==> src/hw/rtl/bhsp_pkg.sv <==
// Package: parse phase codes, byte labels and magic bytes for the BAM header skip parser.
package bhsp_pkg;

   localparam int unsigned DataWidth  = 8;
   localparam int unsigned KindWidth  = 3;
   localparam int unsigned PhaseWidth = 3;
   localparam int unsigned IndexWidth = 2;
   localparam int unsigned LenWidth   = 32;
   localparam int unsigned RefsWidth  = 31;

   typedef logic [DataWidth-1:0]  byte_type;
   typedef logic [KindWidth-1:0]  kind_type;
   typedef logic [PhaseWidth-1:0] phase_type;
   typedef logic [IndexWidth-1:0] index_type;
   typedef logic [LenWidth-1:0]   len_type;
   typedef logic [RefsWidth-1:0]  refs_type;

   localparam phase_type PH_MAGIC = 3'd0;
   localparam phase_type PH_TLEN  = 3'd1;
   localparam phase_type PH_TEXT  = 3'd2;
   localparam phase_type PH_NREF  = 3'd3;
   localparam phase_type PH_NLEN  = 3'd4;
   localparam phase_type PH_SKIP  = 3'd5;
   localparam phase_type PH_BODY  = 3'd6;
   localparam phase_type PH_ERR   = 3'd7;

   localparam kind_type KIND_MAGIC = 3'd0;
   localparam kind_type KIND_TLEN  = 3'd1;
   localparam kind_type KIND_TEXT  = 3'd2;
   localparam kind_type KIND_NREF  = 3'd3;
   localparam kind_type KIND_NLEN  = 3'd4;
   localparam kind_type KIND_SKIP  = 3'd5;
   localparam kind_type KIND_BODY  = 3'd6;
   localparam kind_type KIND_ERR   = 3'd7;

   localparam index_type LAST_FIELD_BYTE = 2'd3;
   localparam len_type   REF_LEN_BYTES   = 32'd4;

   function automatic byte_type magic_byte(input index_type idx);
      byte_type b;
      unique case (idx)
         2'd0: b = 8'h42;
         2'd1: b = 8'h41;
         2'd2: b = 8'h4d;
         2'd3: b = 8'h01;
         default: b = 8'h00;
      endcase
      return b;
   endfunction

endpackage

==> src/hw/rtl/bhsp_req_if.sv <==
// Interface: input byte channel with valid/ready handshake.
interface bhsp_req_if;
   logic               valid;
   logic               ready;
   bhsp_pkg::byte_type data_byte;
   logic               stream_start;

   modport source (output valid, output data_byte, output stream_start, input ready);
   modport sink   (input valid, input data_byte, input stream_start, output ready);
   modport mon    (input valid, input data_byte, input stream_start, input ready);
endinterface

==> src/hw/rtl/bhsp_rsp_if.sv <==
// Interface: labeled byte result channel with valid/ready handshake.
interface bhsp_rsp_if;
   logic               valid;
   logic               ready;
   bhsp_pkg::byte_type byte_out;
   bhsp_pkg::kind_type byte_kind;
   logic               header_done;
   logic               parse_error;

   modport source (output valid, output byte_out, output byte_kind, output header_done,
                   output parse_error, input ready);
   modport sink   (input valid, input byte_out, input byte_kind, input header_done,
                   input parse_error, output ready);
   modport mon    (input valid, input byte_out, input byte_kind, input header_done,
                   input parse_error, input ready);
endinterface

==> src/hw/rtl/bam_header_skip_parser.sv <==
// Top level: BAM header skip parser that labels every byte of the stream.
//
// Takes a stream word and returns it in the next cycle with a label
// (magic, text length, text, reference count, name length, name or reference
// length, body, error), a header-done flag and a sticky parse-error flag.
// Throughput is one word per clock unless the output register holds a result
// that the sink has not taken; the result comes from the output register, and a
// new word is taken while the previous result waits as long as the sink takes
// it in the same cycle. A word with stream_start high restarts the parse as
// the first magic byte. A bad magic byte or a negative length or count puts
// the parser in the error phase until the next stream start.
module bam_header_skip_parser (
   input  logic        clock,
   input  logic        reset,
   bhsp_req_if.sink    req_ch,
   bhsp_rsp_if.source  rsp_ch
);
   import bhsp_pkg::*;

   phase_type phase_ff, phase_in;
   index_type idx_ff, idx_in;
   len_type   acc_ff, acc_in;
   len_type   skip_ff, skip_in;
   refs_type  refs_ff, refs_in;
   logic      err_ff, err_in;

   logic      out_valid_ff;
   byte_type  byte_out_ff;
   kind_type  kind_ff, kind_in;
   logic      done_ff;
   logic      perr_ff;

   logic      req_fire;
   byte_type  b;
   len_type   acc_new;
   len_type   skip_dec;
   refs_type  refs_dec;
   logic      field_last;
   logic      acc_zero;

   assign req_ch.ready = !out_valid_ff || rsp_ch.ready;
   assign req_fire     = req_ch.valid && req_ch.ready;
   assign b            = req_ch.data_byte;

   always_comb begin
      phase_in = phase_ff;
      idx_in   = idx_ff;
      acc_in   = acc_ff;
      skip_in  = skip_ff;
      refs_in  = refs_ff;
      err_in   = err_ff;
      if (req_ch.stream_start) begin
         phase_in = PH_MAGIC;
         idx_in   = '0;
         acc_in   = '0;
         skip_in  = '0;
         refs_in  = '0;
         err_in   = 1'b0;
      end
      kind_in    = kind_type'(phase_in);
      acc_new    = acc_in | (len_type'(b) << {idx_in, 3'b000});
      field_last = (idx_in == LAST_FIELD_BYTE);
      acc_zero   = (acc_new == '0);
      skip_dec   = skip_in - len_type'(1);
      refs_dec   = refs_in - refs_type'(1);
      unique case (phase_in)
         PH_MAGIC: begin
            if (b != magic_byte(idx_in)) begin
               phase_in = PH_ERR;
               err_in   = 1'b1;
            end else if (field_last) begin
               phase_in = PH_TLEN;
               idx_in   = '0;
               acc_in   = '0;
            end else begin
               idx_in = idx_in + index_type'(1);
            end
         end
         PH_TLEN: begin
            acc_in = acc_new;
            idx_in = idx_in + index_type'(1);
            if (field_last) begin
               priority if (acc_new[LenWidth-1]) begin
                  phase_in = PH_ERR;
                  err_in   = 1'b1;
               end else if (acc_zero) begin
                  phase_in = PH_NREF;
                  idx_in   = '0;
                  acc_in   = '0;
               end else begin
                  skip_in  = acc_new;
                  phase_in = PH_TEXT;
               end
            end
         end
         PH_TEXT: begin
            skip_in = skip_dec;
            if (skip_dec == '0) begin
               phase_in = PH_NREF;
               idx_in   = '0;
               acc_in   = '0;
            end
         end
         PH_NREF: begin
            acc_in = acc_new;
            idx_in = idx_in + index_type'(1);
            if (field_last) begin
               priority if (acc_new[LenWidth-1]) begin
                  phase_in = PH_ERR;
                  err_in   = 1'b1;
               end else if (acc_zero) begin
                  phase_in = PH_BODY;
               end else begin
                  refs_in  = acc_new[RefsWidth-1:0];
                  phase_in = PH_NLEN;
                  idx_in   = '0;
                  acc_in   = '0;
               end
            end
         end
         PH_NLEN: begin
            acc_in = acc_new;
            idx_in = idx_in + index_type'(1);
            if (field_last) begin
               if (acc_new[LenWidth-1]) begin
                  phase_in = PH_ERR;
                  err_in   = 1'b1;
               end else begin
                  skip_in  = acc_new + REF_LEN_BYTES;
                  phase_in = PH_SKIP;
               end
            end
         end
         PH_SKIP: begin
            skip_in = skip_dec;
            if (skip_dec == '0) begin
               refs_in = refs_dec;
               if (refs_dec == '0) begin
                  phase_in = PH_BODY;
               end else begin
                  phase_in = PH_NLEN;
                  idx_in   = '0;
                  acc_in   = '0;
               end
            end
         end
         PH_BODY: begin
         end
         default: begin
            phase_in = PH_ERR;
            err_in   = 1'b1;
         end
      endcase
      if (phase_in == PH_ERR) begin
         kind_in = KIND_ERR;
      end
   end

   always_ff @(posedge clock) begin
      if (reset) begin
         phase_ff     <= PH_MAGIC;
         idx_ff       <= '0;
         acc_ff       <= '0;
         skip_ff      <= '0;
         refs_ff      <= '0;
         err_ff       <= 1'b0;
         out_valid_ff <= 1'b0;
      end else begin
         if (req_fire) begin
            phase_ff     <= phase_in;
            idx_ff       <= idx_in;
            acc_ff       <= acc_in;
            skip_ff      <= skip_in;
            refs_ff      <= refs_in;
            err_ff       <= err_in;
            out_valid_ff <= 1'b1;
         end else if (rsp_ch.ready) begin
            out_valid_ff <= 1'b0;
         end
      end
   end

   always_ff @(posedge clock) begin
      if (req_fire) begin
         byte_out_ff <= b;
         kind_ff     <= kind_in;
         done_ff     <= (phase_in == PH_BODY);
         perr_ff     <= err_in;
      end
   end

   assign rsp_ch.valid       = out_valid_ff;
   assign rsp_ch.byte_out    = byte_out_ff;
   assign rsp_ch.byte_kind   = kind_ff;
   assign rsp_ch.header_done = done_ff;
   assign rsp_ch.parse_error = perr_ff;

endmodule

==> src/flat_wrapper.sv <==
// flat-port wrapper written by rule: the top's interface ports become plain ports
module bam_header_skip_parser_flat import bhsp_pkg::*;
  (clock, reset, req_ch_valid, req_ch_data_byte, req_ch_stream_start, req_ch_ready, rsp_ch_valid, rsp_ch_byte_out, rsp_ch_byte_kind, rsp_ch_header_done, rsp_ch_parse_error, rsp_ch_ready);
  bhsp_req_if req_ch_i ();
  bhsp_rsp_if rsp_ch_i ();
  input  logic clock;
  input  logic reset;
  input wire logic [$bits(req_ch_i.valid)-1:0] req_ch_valid;
  input wire logic [$bits(req_ch_i.data_byte)-1:0] req_ch_data_byte;
  input wire logic [$bits(req_ch_i.stream_start)-1:0] req_ch_stream_start;
  output wire logic [$bits(req_ch_i.ready)-1:0] req_ch_ready;
  output wire logic [$bits(rsp_ch_i.valid)-1:0] rsp_ch_valid;
  output wire logic [$bits(rsp_ch_i.byte_out)-1:0] rsp_ch_byte_out;
  output wire logic [$bits(rsp_ch_i.byte_kind)-1:0] rsp_ch_byte_kind;
  output wire logic [$bits(rsp_ch_i.header_done)-1:0] rsp_ch_header_done;
  output wire logic [$bits(rsp_ch_i.parse_error)-1:0] rsp_ch_parse_error;
  input wire logic [$bits(rsp_ch_i.ready)-1:0] rsp_ch_ready;
  assign req_ch_i.valid = req_ch_valid;
  assign req_ch_i.data_byte = req_ch_data_byte;
  assign req_ch_i.stream_start = req_ch_stream_start;
  assign req_ch_ready = req_ch_i.ready;
  assign rsp_ch_valid = rsp_ch_i.valid;
  assign rsp_ch_byte_out = rsp_ch_i.byte_out;
  assign rsp_ch_byte_kind = rsp_ch_i.byte_kind;
  assign rsp_ch_header_done = rsp_ch_i.header_done;
  assign rsp_ch_parse_error = rsp_ch_i.parse_error;
  assign rsp_ch_i.ready = rsp_ch_ready;
  bam_header_skip_parser u_core (.clock(clock), .reset(reset), .req_ch(req_ch_i), .rsp_ch(rsp_ch_i));
endmodule
==> config.mk <==
export PLATFORM = sky130hd
export DESIGN_NAME = bam_header_skip_parser_flat
export DESIGN_NICKNAME = d
export VERILOG_FILES = /design/src/hw/rtl/bhsp_pkg.sv /design/src/hw/rtl/bhsp_req_if.sv /design/src/hw/rtl/bhsp_rsp_if.sv /design/src/hw/rtl/bam_header_skip_parser.sv /design/src/flat_wrapper.sv
export SDC_FILE = /design/constraint.sdc
export NUM_CORES = 1
export LEC_CHECK = 0
export BUFFER_PORTS_ARGS = -buffer_cell sky130_fd_sc_hd__clkbuf_2
export CAP_MARGIN = 15
export CELL_PAD_IN_SITES_DETAIL_PLACEMENT = 0
export CELL_PAD_IN_SITES_GLOBAL_PLACEMENT = 2
export CORE_ASPECT_RATIO = 0.7
export CORE_UTILIZATION = 35
export CTS_CLUSTER_SIZE = 25
export DETAILED_ROUTE_END_ITERATION = 10
export GPL_TIMING_DRIVEN = 0
export HOLD_SLACK_MARGIN = 0.06
export PLACE_DENSITY_LB_ADDON = 0.1
export SLEW_MARGIN = 25
export SYNTH_ARGS = -nofsm -noshare
export SYNTH_HDL_FRONTEND = slang
export SYNTH_SLANG_ARGS = --single-unit
==> constraint.sdc <==
create_clock -name clock -period 6.36 [get_ports clock]
set_clock_uncertainty 0.05 [all_clocks]
set_input_delay 0.318 -clock clock [delete_from_list [all_inputs] [get_ports clock]]
set_output_delay 0.318 -clock clock [all_outputs]
set_load 0.005 [all_outputs]
==> summary.txt, run 1 <==
Detailed routing
  – Pre-antenna DRT Iters: 5
  – Via density: around 6.7
  – ANT nets after route: 0
  – Wire per inst: roughly 28 microns
  – DRC Markers: 0
  – Vias post-DR: 10.1k
  – Drt total wl: about 43 mm
  – Violation count after the first detailed-route iteration: 1219

Synthesis
  – Primary FF master, synth: dfxtp_1
  – Count of different cell masters after synthesis: 80
  – Post-synth EDFFs: 13
  – Async set-reset flop share out of synthesis: 0%
  – Net Count, Synth: ~1.2k
  – Post-synthesis register bit count: 115
  – Sequential fraction of the synthesis area: 27.6%
  – Syn avg cell area: 7.75 sq um
  – Synth Instances: 1137
  – Synthesized area: 0.00882 sq mm
  – Ys Warns: 0

Floorplanning
  – DIE WIDTH: between 150 and 200 microns
  – Starting density of the core: 35.7%
  – DIE AREA: 0.0258 sq mm
  – Rows: 48
  – Die height: 135 microns
  – Core area: approximately 0.025 sq mm
  – I/O pin count: 28

STA
  – Period utilisation layout: 99.7%
  – Final setup viols: 0
  – RSZ-0062 raised after global routing: false
  – Max-slew violation count: 0
  – Min Clock Period, post-route: 6.34 ns
  – Final Hold Fails: 0
  – Fmax: 0.158 GHz
  – Slew HR: 20.2%
  – Worst slew pin tran: 1.19 ns
  – WHS: between 0.15 and 0.2 ns
  – Total negative slack: 0 ns

Cells and area
  – Nets@finish: 1207
  – Final cell utilization of the core: 40.6%
  – Antenna diodes: 0
  – Most frequent cells in the layout: dfxtp_1 (102), nor2_1 (97), nand2_1 (75)
  – Multi-input combinational cell area: 0.00593 sq mm
  – Area grow syn2layout: 13.7%
  – Area taken by flip-flops and latches: 0.00243 sq mm
  – Commonest non-fill, non-tap cell in the layout: dfxtp_1
  – Share of post-route cells with drive strength above 1: 10.9%
  – Fillers: approximately 2.6k
  – Non-Filler Instances: 1523

Pwr
  – Seq pwr share: 35.4%
  – Combinational power share: 21.4%
  – Clock power share: a little over two fifths
  – Switching Fraction: 35.5%
  – P_sw: between 700 and 800 uW
  – VDD IR max: 0.000185 V
  – Leak pwr: 3.49 nW
  – Total power per unit cell area: 217 mW/mm^2
  – Int Power: 1.41 mW

Worst setup path
  – Startpoint Class: input pin
  – Arrival time at the worst endpoint: 6.67 ns
  – Crit end category: flop
  – Worst endpoint required time: 6.69 ns
  – Critical path class: input pin to flop
  – Critical-path maximum fanout: 10

Placement
  – Port bufs: 26
  – Number of instances in the placed design: 1488
  – Hpwl dp: roughly 32 mm
  – GP Congestion: approximately 0.95

Hold path
  – HP Class: input pin to flop

Run
  – Maxcap violations: 0

Clock tree
  – Clock sink count: 115
  – Total CTS buffers: 17
  – Clk_lat worst skew: 0.45 ns
  – Worst-path clk slew: 0.06 ns
  – Clk Tree Root Cell: clkbuf_16
  – Maximum level of the CTS H-tree: 4
  – CTS tree: done
  – CTS Buffer Depth: 2

Global route
  – Grt total ovfl: 0
  – Number of antenna violations at the first check in global routing: 0
  – First-pass GRT wire length: 61.9 mm
  – Largest net degree at the start of global routing: 23
  – Vias in the first global route: 9073
  – GRT Util Overall: around a third

Outcome
  – Run status: complete, no violations
[routing by layer]
| layer | track usage, % | wire (microns) | vias to the layer above |
|---|---|---|---|
| met5 | 0 | 0 | - |
| met4 | 11.8 | 1150 | 0 |
| met3 | 9.25 | 5330 | 62 |
| met2 | 42.9 | 16200 | 649 |
| met1 | 51.1 | 20100 | 4889 |
| li1 | - | - | 4528 |
[flip-flops by register name (all words and copies together), names as in the netlist]
signal and flops:
u_core.acc_ff 32, u_core.skip_ff 32, u_core.refs_ff 31, u_core.rsp_ch.byte_out 8, u_core.phase_ff 3, u_core.rsp_ch.byte_kind 3
u_core.idx_ff 2, u_core.err_ff 1, u_core.rsp_ch.header_done 1, u_core.rsp_ch.parse_error 1, u_core.rsp_ch.valid 1
[critical path: stages]
cell and delay [ns]:
clkbuf_2 0.13, buf_2 0.25, clkinvlp_4 0.25, buf_2 0.36, buf_4 0.30, buf_4 0.29, buf_2 0.33, buf_2 0.36
clkbuf_4 0.33, clkbuf_2 0.43, nand2_1 0.14, ha_1 0.22, clkbuf_1 0.27, xnor2_1 0.24, nand4_1 0.15, a2111oi_0 0.59
o311ai_0 0.26, nor4_1 0.31, and4_2 0.46, or4_4 0.19, buf_6 0.13, buf_8 0.14, a32o_1 0.17
[through the flow]
step                      area [sq um]  worst slack, ns  power, mW
after floorplan                   8820             1.46       1.07
after detailed placement          9370            -1.92       1.23
final                            10000           0.0187       2.18
after global placement            9350            -2.25       1.23
after global routing             10000           0.0178       2.24
after CTS                         9980           0.0538       2.16
[power by group through the flow]
stage | combinational (mW) | sequential [mW] | clock, mW
floorplan | 0.287 | 0.783 | 0
global placement | 0.444 | 0.786 | 0
detailed placement | 0.440 | 0.786 | 0
CTS | 0.449 | 0.770 | 0.938
global route | 0.493 | 0.773 | 0.971
finish | 0.467 | 0.771 | 0.940
[repair_timing]
| item | in CTS | in global routing |
|---|---|---|
| setup buffers | 1 | 1 |
| pin swaps | 1 | 2 |
| hold buffers | 1 | 0 |
| hold endpoints to repair | 1 | 0 |
| gates cloned | 0 | 0 |
| resized for setup | 12 | 8 |
| endpoints found under the setup margin | 88 | 63 |
[worst paths after layout]
path	startpoint	to	slack (ns)	depth (start not counted)
setup / recovery	req_ch_stream_start	u_core.acc_ff[7]	0.02	23
hold / removal	rsp_ch_ready	u_core.rsp_ch.valid	0.16	3
hold reg to reg	u_core.acc_ff[31]	u_core.acc_ff[31]	0.44	1
setup reg to reg	u_core.idx_ff[0]	u_core.skip_ff[24]	1.04	11
[cells in the mapped netlist, types with 13 or more instances]
| cell type | n | area share, % |
|---|---|---|
| a21oi_1 | 57 | 3.2 |
| a22o_1 | 27 | 2.7 |
| a22oi_1 | 24 | 2.0 |
| a31oi_1 | 20 | 1.4 |
| a32o_1 | 33 | 3.7 |
| buf_2 | 16 | 0.91 |
| clkbuf_1 | 65 | 2.8 |
| dfxtp_1 | 102 | 23 |
| edfxtp_1 | 13 | 4.4 |
| inv_1 | 30 | 1.3 |
| nand2_1 | 75 | 3.2 |
| nand2b_1 | 14 | 0.99 |
| nand3_1 | 34 | 1.9 |
| nand3b_1 | 15 | 1.3 |
| nand4_1 | 25 | 1.8 |
| nor2_1 | 100 | 4.3 |
| nor2b_1 | 15 | 1.1 |
| nor3_1 | 52 | 3.0 |
| nor4_1 | 28 | 2.0 |
| o21ai_0 | 67 | 3.8 |
| o22ai_1 | 21 | 1.5 |
| o2bb2ai_1 | 28 | 2.8 |
| or3_1 | 18 | 1.3 |
| xnor2_1 | 28 | 2.8 |
| xor2_1 | 15 | 1.5 |
[final cells by class]
cell class,instances,share of cell area (%)
multi-input combinational,900,59.2
sequential,115,24.3
buffer,92,4.37
clock buffer,17,4.25
tap,325,4.06
timing repair buffer,29,1.55
clock inverter,15,1.19
inverter,30,1.16
[cell families (layout without fill, tap and decap cells)]
| kind of cell | after synthesis | count (layout) | share of synthesized area (%) |
|---|---|---|---|
| compound gates | 390 | 390 | 32.0 |
| xor+xnor | 43 | 43 | 4.27 |
| fa+ha+maj | 9 | 9 | 1.28 |
| buf+inv | 122 | 183 | 6.06 |
| flops | 115 | 115 | 27.6 |
| mux | 5 | 5 | 0.596 |
| simple gates | 453 | 453 | 28.2 |
Note: power is estimated with default switching activity, not from simulation.
==> run 2: changes to the inputs <==
Settings changed: CORE_UTILIZATION 35 to 38.
==> run 2 against run 1 <==
Effect of this change:
- clock-buffer cell count rose by 2
- final area is 0.60% higher
- critical path depth fell by 1
- first-iteration DRC count up 5.8%
- combinational power about the same
- die area down 7.8%
- via count is 1.7% higher
- largest cell class unchanged
==> summary.txt, run 2 (synthesis results as in run 1) <==
Floorplanning
  – I/O pin count: 28 (unchanged)
  – DIE WIDTH: 184 microns (-4.0%)
  – Core area: 0.0227 sq mm (-8.1%)
  – Rows: 46 (-4.2%)
  – DIE AREA: 0.0238 sq mm (-7.8%)
  – Die height: 129 microns (-4.0%)
  – Starting density of the core: 38.9% (+3.2 points)

Worst setup path
  – Arrival time at the worst endpoint: 6.47 ns (-0.20 ns)
  – Startpoint Class: input pin
  – Critical Path End: u_core.acc_ff[29]
  – Reg-to-Reg End: u_core.skip_ff[24]
  – Critical path class: input pin to flop
  – Critical-path maximum fanout: 10 (unchanged)
  – Crit end category: flop
  – Worst endpoint required time: 6.65 ns (-0.04 ns)
  – Worst R2R Start: u_core.idx_ff[1]
  – R2R cell count: 15 (+4)
  – R2r setup slk: 1.00 ns (-0.04 ns)
  – Critical path origin: req_ch_stream_start

Cells and area
  – Biggest registers after layout: u_core.acc_ff x32, u_core.skip_ff x32, u_core.refs_ff x31
  – Final cell utilization of the core: 44.5% (+3.9 points)
  – Final instance area: 0.0101 sq mm (+0.60%)
  – Fillers: 2385 (-7.6%)
  – Most frequent cells in the layout: dfxtp_1 (102), nor2_1 (96), nand2_1 (75)
  – Non-Filler Instances: 1513 (-0.66%)
  – Commonest non-fill, non-tap cell in the layout: dfxtp_1
  – Nets@finish: 1210 (+0.25%)
  – Antenna diodes: 0 (unchanged)
  – Share of post-route cells with drive strength above 1: 11.4% (+0.47 points)
  – Area grow syn2layout: 14.3%

STA
  – Final Hold Fails: 0 (unchanged)
  – Period utilisation layout: 97.3% (-2.5 points)
  – Slew HR: 25.7% (+5.6 points)
  – Min Clock Period, post-route: 6.19 ns (-0.156 ns)
  – Worst slew pin tran: 1.11 ns (-0.0751 ns)
  – Max-slew violation count: 0 (unchanged)
  – RSZ-0062 raised after global routing: false
  – Fmax: 0.162 GHz (+2.5%)
  – Final setup viols: 0 (unchanged)

Clock tree
  – CTS Buffer Depth: 2 (unchanged)
  – Total CTS buffers: 17 (unchanged)
  – Maximum level of the CTS H-tree: 4 (unchanged)
  – Worst-path clk slew: 0.06 ns (about the same)
  – Clk_lat worst skew: 0.45 ns (about the same)
  – CTS tree: done
  – Clock sink count: 115 (unchanged)
  – Clk Tree Root Cell: clkbuf_16

Placement
  – GP Congestion: 0.980 (+2.9%)
  – Hpwl dp: 31.5 mm (-1.4%)
  – Area after DPL: 0.00936 sq mm (about the same)
  – Port bufs: 26 (unchanged)
  – Number of instances in the placed design: 1475 (-0.87%)

Pwr
  – VDD IR max: 0.000193 V (+4.0%)
  – Int Power: 1.48 mW (+5.5%)
  – Clock power share: 44.7% (+1.6 points)
  – Combinational power share: 20.9% (-0.5 points)
  – Total power per unit cell area: 222 mW/mm^2 (+2.3%)
  – Leak pwr: 3.53 nW (+0.94%)
  – Switching Fraction: 33.8% (-1.7 points)
  – Seq pwr share: 34.4% (-1.0 points)
  – P_sw: 758 uW (-1.9%)

Global route
  – Vias in the first global route: 9116 (+0.47%)
  – First-pass GRT wire length: 61.7 mm (-0.32%)
  – GRT Util Overall: 35.9% (+2.6 points)
  – Largest net degree at the start of global routing: 23 (unchanged)
  – Grt total ovfl: 0 (unchanged)
  – Number of antenna violations at the first check in global routing: 0 (unchanged)

Hold path
  – HP Class: input pin to flop

Detailed routing
  – Pre-antenna DRT Iters: 6 (+1)
  – Drt total wl: 42.2 mm (-1.3%)
  – Vias post-DR: 10.3k (+1.7%)
  – DRC Markers: 0 (unchanged)
  – Violation count after the first detailed-route iteration: 1290 (+5.8%)
  – Met3 Routed Length: 5.43 mm (+2.0%)
  – Wire per inst: 27.9 microns (-0.61%)
  – DR WL met2: 16.2 mm (unchanged)
  – Uppermost layer routed: met4
  – Met1 wire length: 19.7 mm (-1.8%)
  – Via density: 6.81 (+2.4%)
  – ANT nets after route: 0 (unchanged)

Outcome
  – Run status: complete, no violations

Run
  – Maxcap violations: 0 (unchanged)
-- run 2: power groups by stage --
stage | clock [mW] | sequential (mW) | combinational [mW]
final | 1.00 | 0.771 | 0.469
after global routing | 1.03 | 0.773 | 0.497
after CTS | 1.00 | 0.770 | 0.449
after detailed placement | 0 | 0.786 | 0.441
after global placement | 0 | 0.786 | 0.441
after floorplan | 0 | 0.783 | 0.287
-- run 2: how the worst min path moves through the flow --
stage | slack [ns] | cells past startpoint | to | start
after floorplan | 0.37 | 0 | u_core.rsp_ch.byte_out[0] | req_ch_data_byte[0]
after global placement | 0.41 | 1 | u_core.acc_ff[31] | u_core.acc_ff[31]
after detailed placement | 0.41 | 1 | u_core.acc_ff[31] | u_core.acc_ff[31]
after CTS | 0.13 | 3 | u_core.rsp_ch.valid | rsp_ch_ready
after global routing | 0.16 | 1 | u_core.rsp_ch.byte_out[7] | req_ch_data_byte[7]
final | 0.14 | 3 | u_core.rsp_ch.valid | rsp_ch_ready
-- run 2: layer usage --
metal | up-vias | track usage (%)
met1 | 5037 | 54.2
li1 | 4537 | -
met5 | - | 0
met4 | 0 | 9.61
met2 | 657 | 47.1
met3 | 68 | 11.8
-- run 2: critical path, cell delays in order --
cell        delay (ns)
clkbuf_2          0.12
buf_2             0.24
clkinvlp_4        0.22
buf_2             0.33
clkbuf_4          0.35
buf_4             0.29
buf_2             0.34
clkbuf_4          0.33
buf_2             0.34
buf_2             0.39
nand2_1           0.13
ha_1              0.22
clkbuf_1          0.28
nor2b_1           0.30
and4_1            0.29
nor3_1            0.39
a211oi_1          0.10
and4_2            0.35
or4_4             0.57
buf_6             0.15
buf_8             0.14
a32o_1            0.24
-- run 2: final cells by class --
class                   count  area [sq um]  area share [%]
clock inverters            13           149            1.48
plain buffers              92           438            4.34
repair buffers             32           178            1.76
multi-input cells         900          5940            59.0
inverters                  30           116            1.15
clock buffers              19           433            4.29
flip-flops and latches    115          2430            24.1
well taps                 312           390            3.87
-- run 2: timing repair --
action	CTS	global route
setup buffers	1	4
hold buffers	1	0
hold endpoints to repair	1	0
pin swaps	1	2
gates resized for setup	14	8
endpoints found under the setup margin	85	67
-- run 2: through the flow --
stage	worst slack (ns)	hold slack (ns)	power, mW	setup TNS, ns
finish	0.175	0.140	2.24	0
CTS	0.0348	0.134	2.22	0
detailed placement	-2.01	0.413	1.23	-128.82
global route	0.0471	0.162	2.30	0
global placement	-2.30	0.409	1.23	-149.71
floorplan	1.46	0.367	1.07	0
==> run 3: changes to the inputs <==
Settings changed: MAX_ROUTING_LAYER set to met4.
==> run 3 against run 2 <==
Effect of this change:
- final area decreased by 0.31%
- register-to-register slack improved by 0.07 ns
- hold slack improved by 0.0036 ns
- flip-flop and latch count unchanged
- largest power group unchanged
- critical endpoint is now u_core.acc_ff[21]
- wire length decreased by 0.22%
- die area unchanged
- critical path type unchanged
- power decreased by 1.9%
- sequential power about the same
- global-route usage increased by 1.1 points
- worst setup slack got worse by 0.11 ns
- via count decreased by 1.1%
- highest routed layer unchanged
==> summary.txt, run 3 (synthesis results as in run 1) <==
Outcome
  – Run status: complete, no violations

Global route
  – Grt total ovfl: 0 (unchanged)
  – Number of antenna violations at the first check in global routing: 1 (+1)
  – GRT Util Overall: 37.0% (+1.1 points)
  – Vias in the first global route: 9050 (-0.72%)
  – First-pass GRT wire length: 61.3 mm (-0.78%)
  – Largest net degree at the start of global routing: 23 (unchanged)

Worst setup path
  – Arrival time at the worst endpoint: 6.59 ns (+0.12 ns)
  – Critical path class: input pin to flop
  – Largest stage delay, worst path: 0.51 ns (-0.06 ns)
  – CP most frequent cell: buf_2
  – Crit-path slowest cell: or4_4
  – Worst R2R Start: u_core.idx_ff[1]
  – Cell Chain, Critical Path: clkbuf_2 -> buf_2 -> clkinvlp_4 -> buf_2 -> clkbuf_4 -> buf_4 -> buf_2 -> clkbuf_4 -> buf_2 -> nand2_1 -> ha_1 -> clkbuf_2 -> nand2_1 -> o311a_1 -> or4_4 -> a211oi_4 -> and3_1 -> nor2_1 -> or4_4 -> buf_6 -> buf_8 -> a32o_1
  – Startpoint Class: input pin
  – R2r setup slk: 1.07 ns (+0.07 ns)
  – Critical path origin: req_ch_stream_start
  – Crit end category: flop
  – Worst endpoint required time: 6.65 ns (about the same)
  – Critical-path maximum fanout: 10 (unchanged)

Hold path
  – Hold_sp: rsp_ch_ready
  – HP Class: input pin to flop

Detailed routing
  – Vias post-DR: 10.2k (-1.1%)
  – ANT nets after route: 0 (unchanged)
  – Drt total wl: 42.2 mm (-0.22%)
  – Violation count after the first detailed-route iteration: 1389 (+7.7%)
  – Via density: 6.74 (-1.0%)
  – Pre-antenna DRT Iters: 7 (+1)
  – DRC Markers: 0 (unchanged)
  – Wire per inst: 27.9 microns (-0.16%)

Clock tree
  – Worst-path clk slew: 0.07 ns (about the same)
  – CTS Buffer Depth: 2 (unchanged)
  – Total CTS buffers: 17 (unchanged)
  – Clock sink count: 115 (unchanged)
  – CTS tree: done
  – Maximum level of the CTS H-tree: 4 (unchanged)
  – Clk Tree Root Cell: clkbuf_16
  – Clk_lat worst skew: 0.45 ns (about the same)

Floorplanning
  – Starting density of the core: 38.9% (unchanged)
  – Rows: 46 (unchanged)
  – Core area: 0.0227 sq mm (unchanged)
  – DIE WIDTH: 184 microns (unchanged)
  – Die height: 129 microns (unchanged)
  – DIE AREA: 0.0238 sq mm (unchanged)
  – I/O pin count: 28 (unchanged)

Cells and area
  – Area grow syn2layout: 14.0%
  – Commonest non-fill, non-tap cell in the layout: dfxtp_1
  – Biggest registers after layout: u_core.acc_ff x32, u_core.skip_ff x32, u_core.refs_ff x31
  – Nets@finish: 1209 (-0.083%)
  – Antenna diodes: 0 (unchanged)
  – Share of post-route cells with drive strength above 1: 11.3% (-0.074 points)
  – Most frequent cells in the layout: dfxtp_1 (102), nor2_1 (97), nand2_1 (75)
  – Non-Filler Instances: 1512 (-0.066%)

STA
  – Slew HR: 22.5% (-3.2 points)
  – Final setup viols: 0 (unchanged)
  – WHS: 0.144 ns (+0.00363 ns)
  – Period utilisation layout: 99.0% (+1.8 points)
  – Max-slew violation count: 0 (unchanged)
  – Fmax: 0.159 GHz (-1.8%)
  – Min Clock Period, post-route: 6.30 ns (+0.114 ns)
  – Worst slew pin tran: 1.16 ns (+0.0528 ns)
  – RSZ-0062 raised after global routing: false
  – Final Hold Fails: 0 (unchanged)

Pwr
  – VDD IR max: 0.000200 V (+3.7%)
  – Total power per unit cell area: 219 mW/mm^2 (-1.6%)
  – Leak pwr: 3.51 nW (-0.34%)

Run
  – Maxcap violations: 0 (unchanged)

Placement
  – Hpwl dp: 31.6 mm (about the same)
  – GP Congestion: 0.996 (+1.6%)
  – Number of instances in the placed design: 1475 (unchanged)
  – Port bufs: 26 (unchanged)
## run 3: cell count changes in the layout (fill, tap and decap cells not counted), sizes merged
| cell | change |
|---|---|
| inv | +1 |
| bufinv | -1 |
| clkinvlp | +1 |
| buf | -3 |
| clkbuf | +1 |
## run 3: final timing paths
check / to / cells after the start
worst min-delay path: u_core.rsp_ch.valid / 3
worst max register to register: u_core.skip_ff[28] / 15
worst max-delay path: u_core.acc_ff[21] / 22
worst min register to register: u_core.acc_ff[31] / 1
## run 3: area by class of cell
type                    count  area (sq um)
clock inverters            14           128
fillers                  2407         12600
multi-input cells         900          5940
inverters                  30           116
flip-flops and latches    115          2430
well taps                 312           390
repair buffers             31           170
clock buffers              18           429
plain buffers              92           442
## run 3: metrics by stage
| step | instance area [sq um] | total power [mW] | TNS (ns) | worst slack [ns] | utilization, % |
|---|---|---|---|---|---|
| final | 10000 | 2.20 | 0 | 0.0613 | 44.3 |
| after global routing | 10000 | 2.25 | 0 | 0.00701 | 44.3 |
| after CTS | 9980 | 2.18 | 0 | 0.0302 | 44.0 |
| after detailed placement | 9360 | 1.23 | -138.85 | -2.10 | 41.3 |
| after global placement | 9340 | 1.23 | -148.53 | -2.25 | 41.2 |
| after floorplan | 8820 | 1.07 | 0 | 1.46 | - |
## run 3: routing by layer
layer  GRT usage [%]  vias up  routed length [microns]
li1                -     4538                        -
met1            53.7     4924                    19700
met2            47.4      668                    16200
met3            11.6       58                     5400
met4            10.7        0                      871
met5               -        -                        0
## run 3: power by group
part           switching [mW]  internal (mW)
combinational           0.325          0.144
clock                   0.418          0.541
sequential             0.0157          0.755
total                   0.759           1.44
## run 3: worst max-delay path, delay by kind of cell
kind	cells	cell delay, ns
simple gates	6	1.83
compound gates	3	1.13
fa+ha+maj	1	0.28
buf+inv	12	2.99
## run 3: repair_timing
item                                    in CTS  in global routing
pin swaps                                    1                  2
endpoints found under the setup margin      90                 68
hold endpoints to repair                     1                  0
resized for setup                           13                 15
hold buffers                                 1                  0
buffers inserted                             1                  3
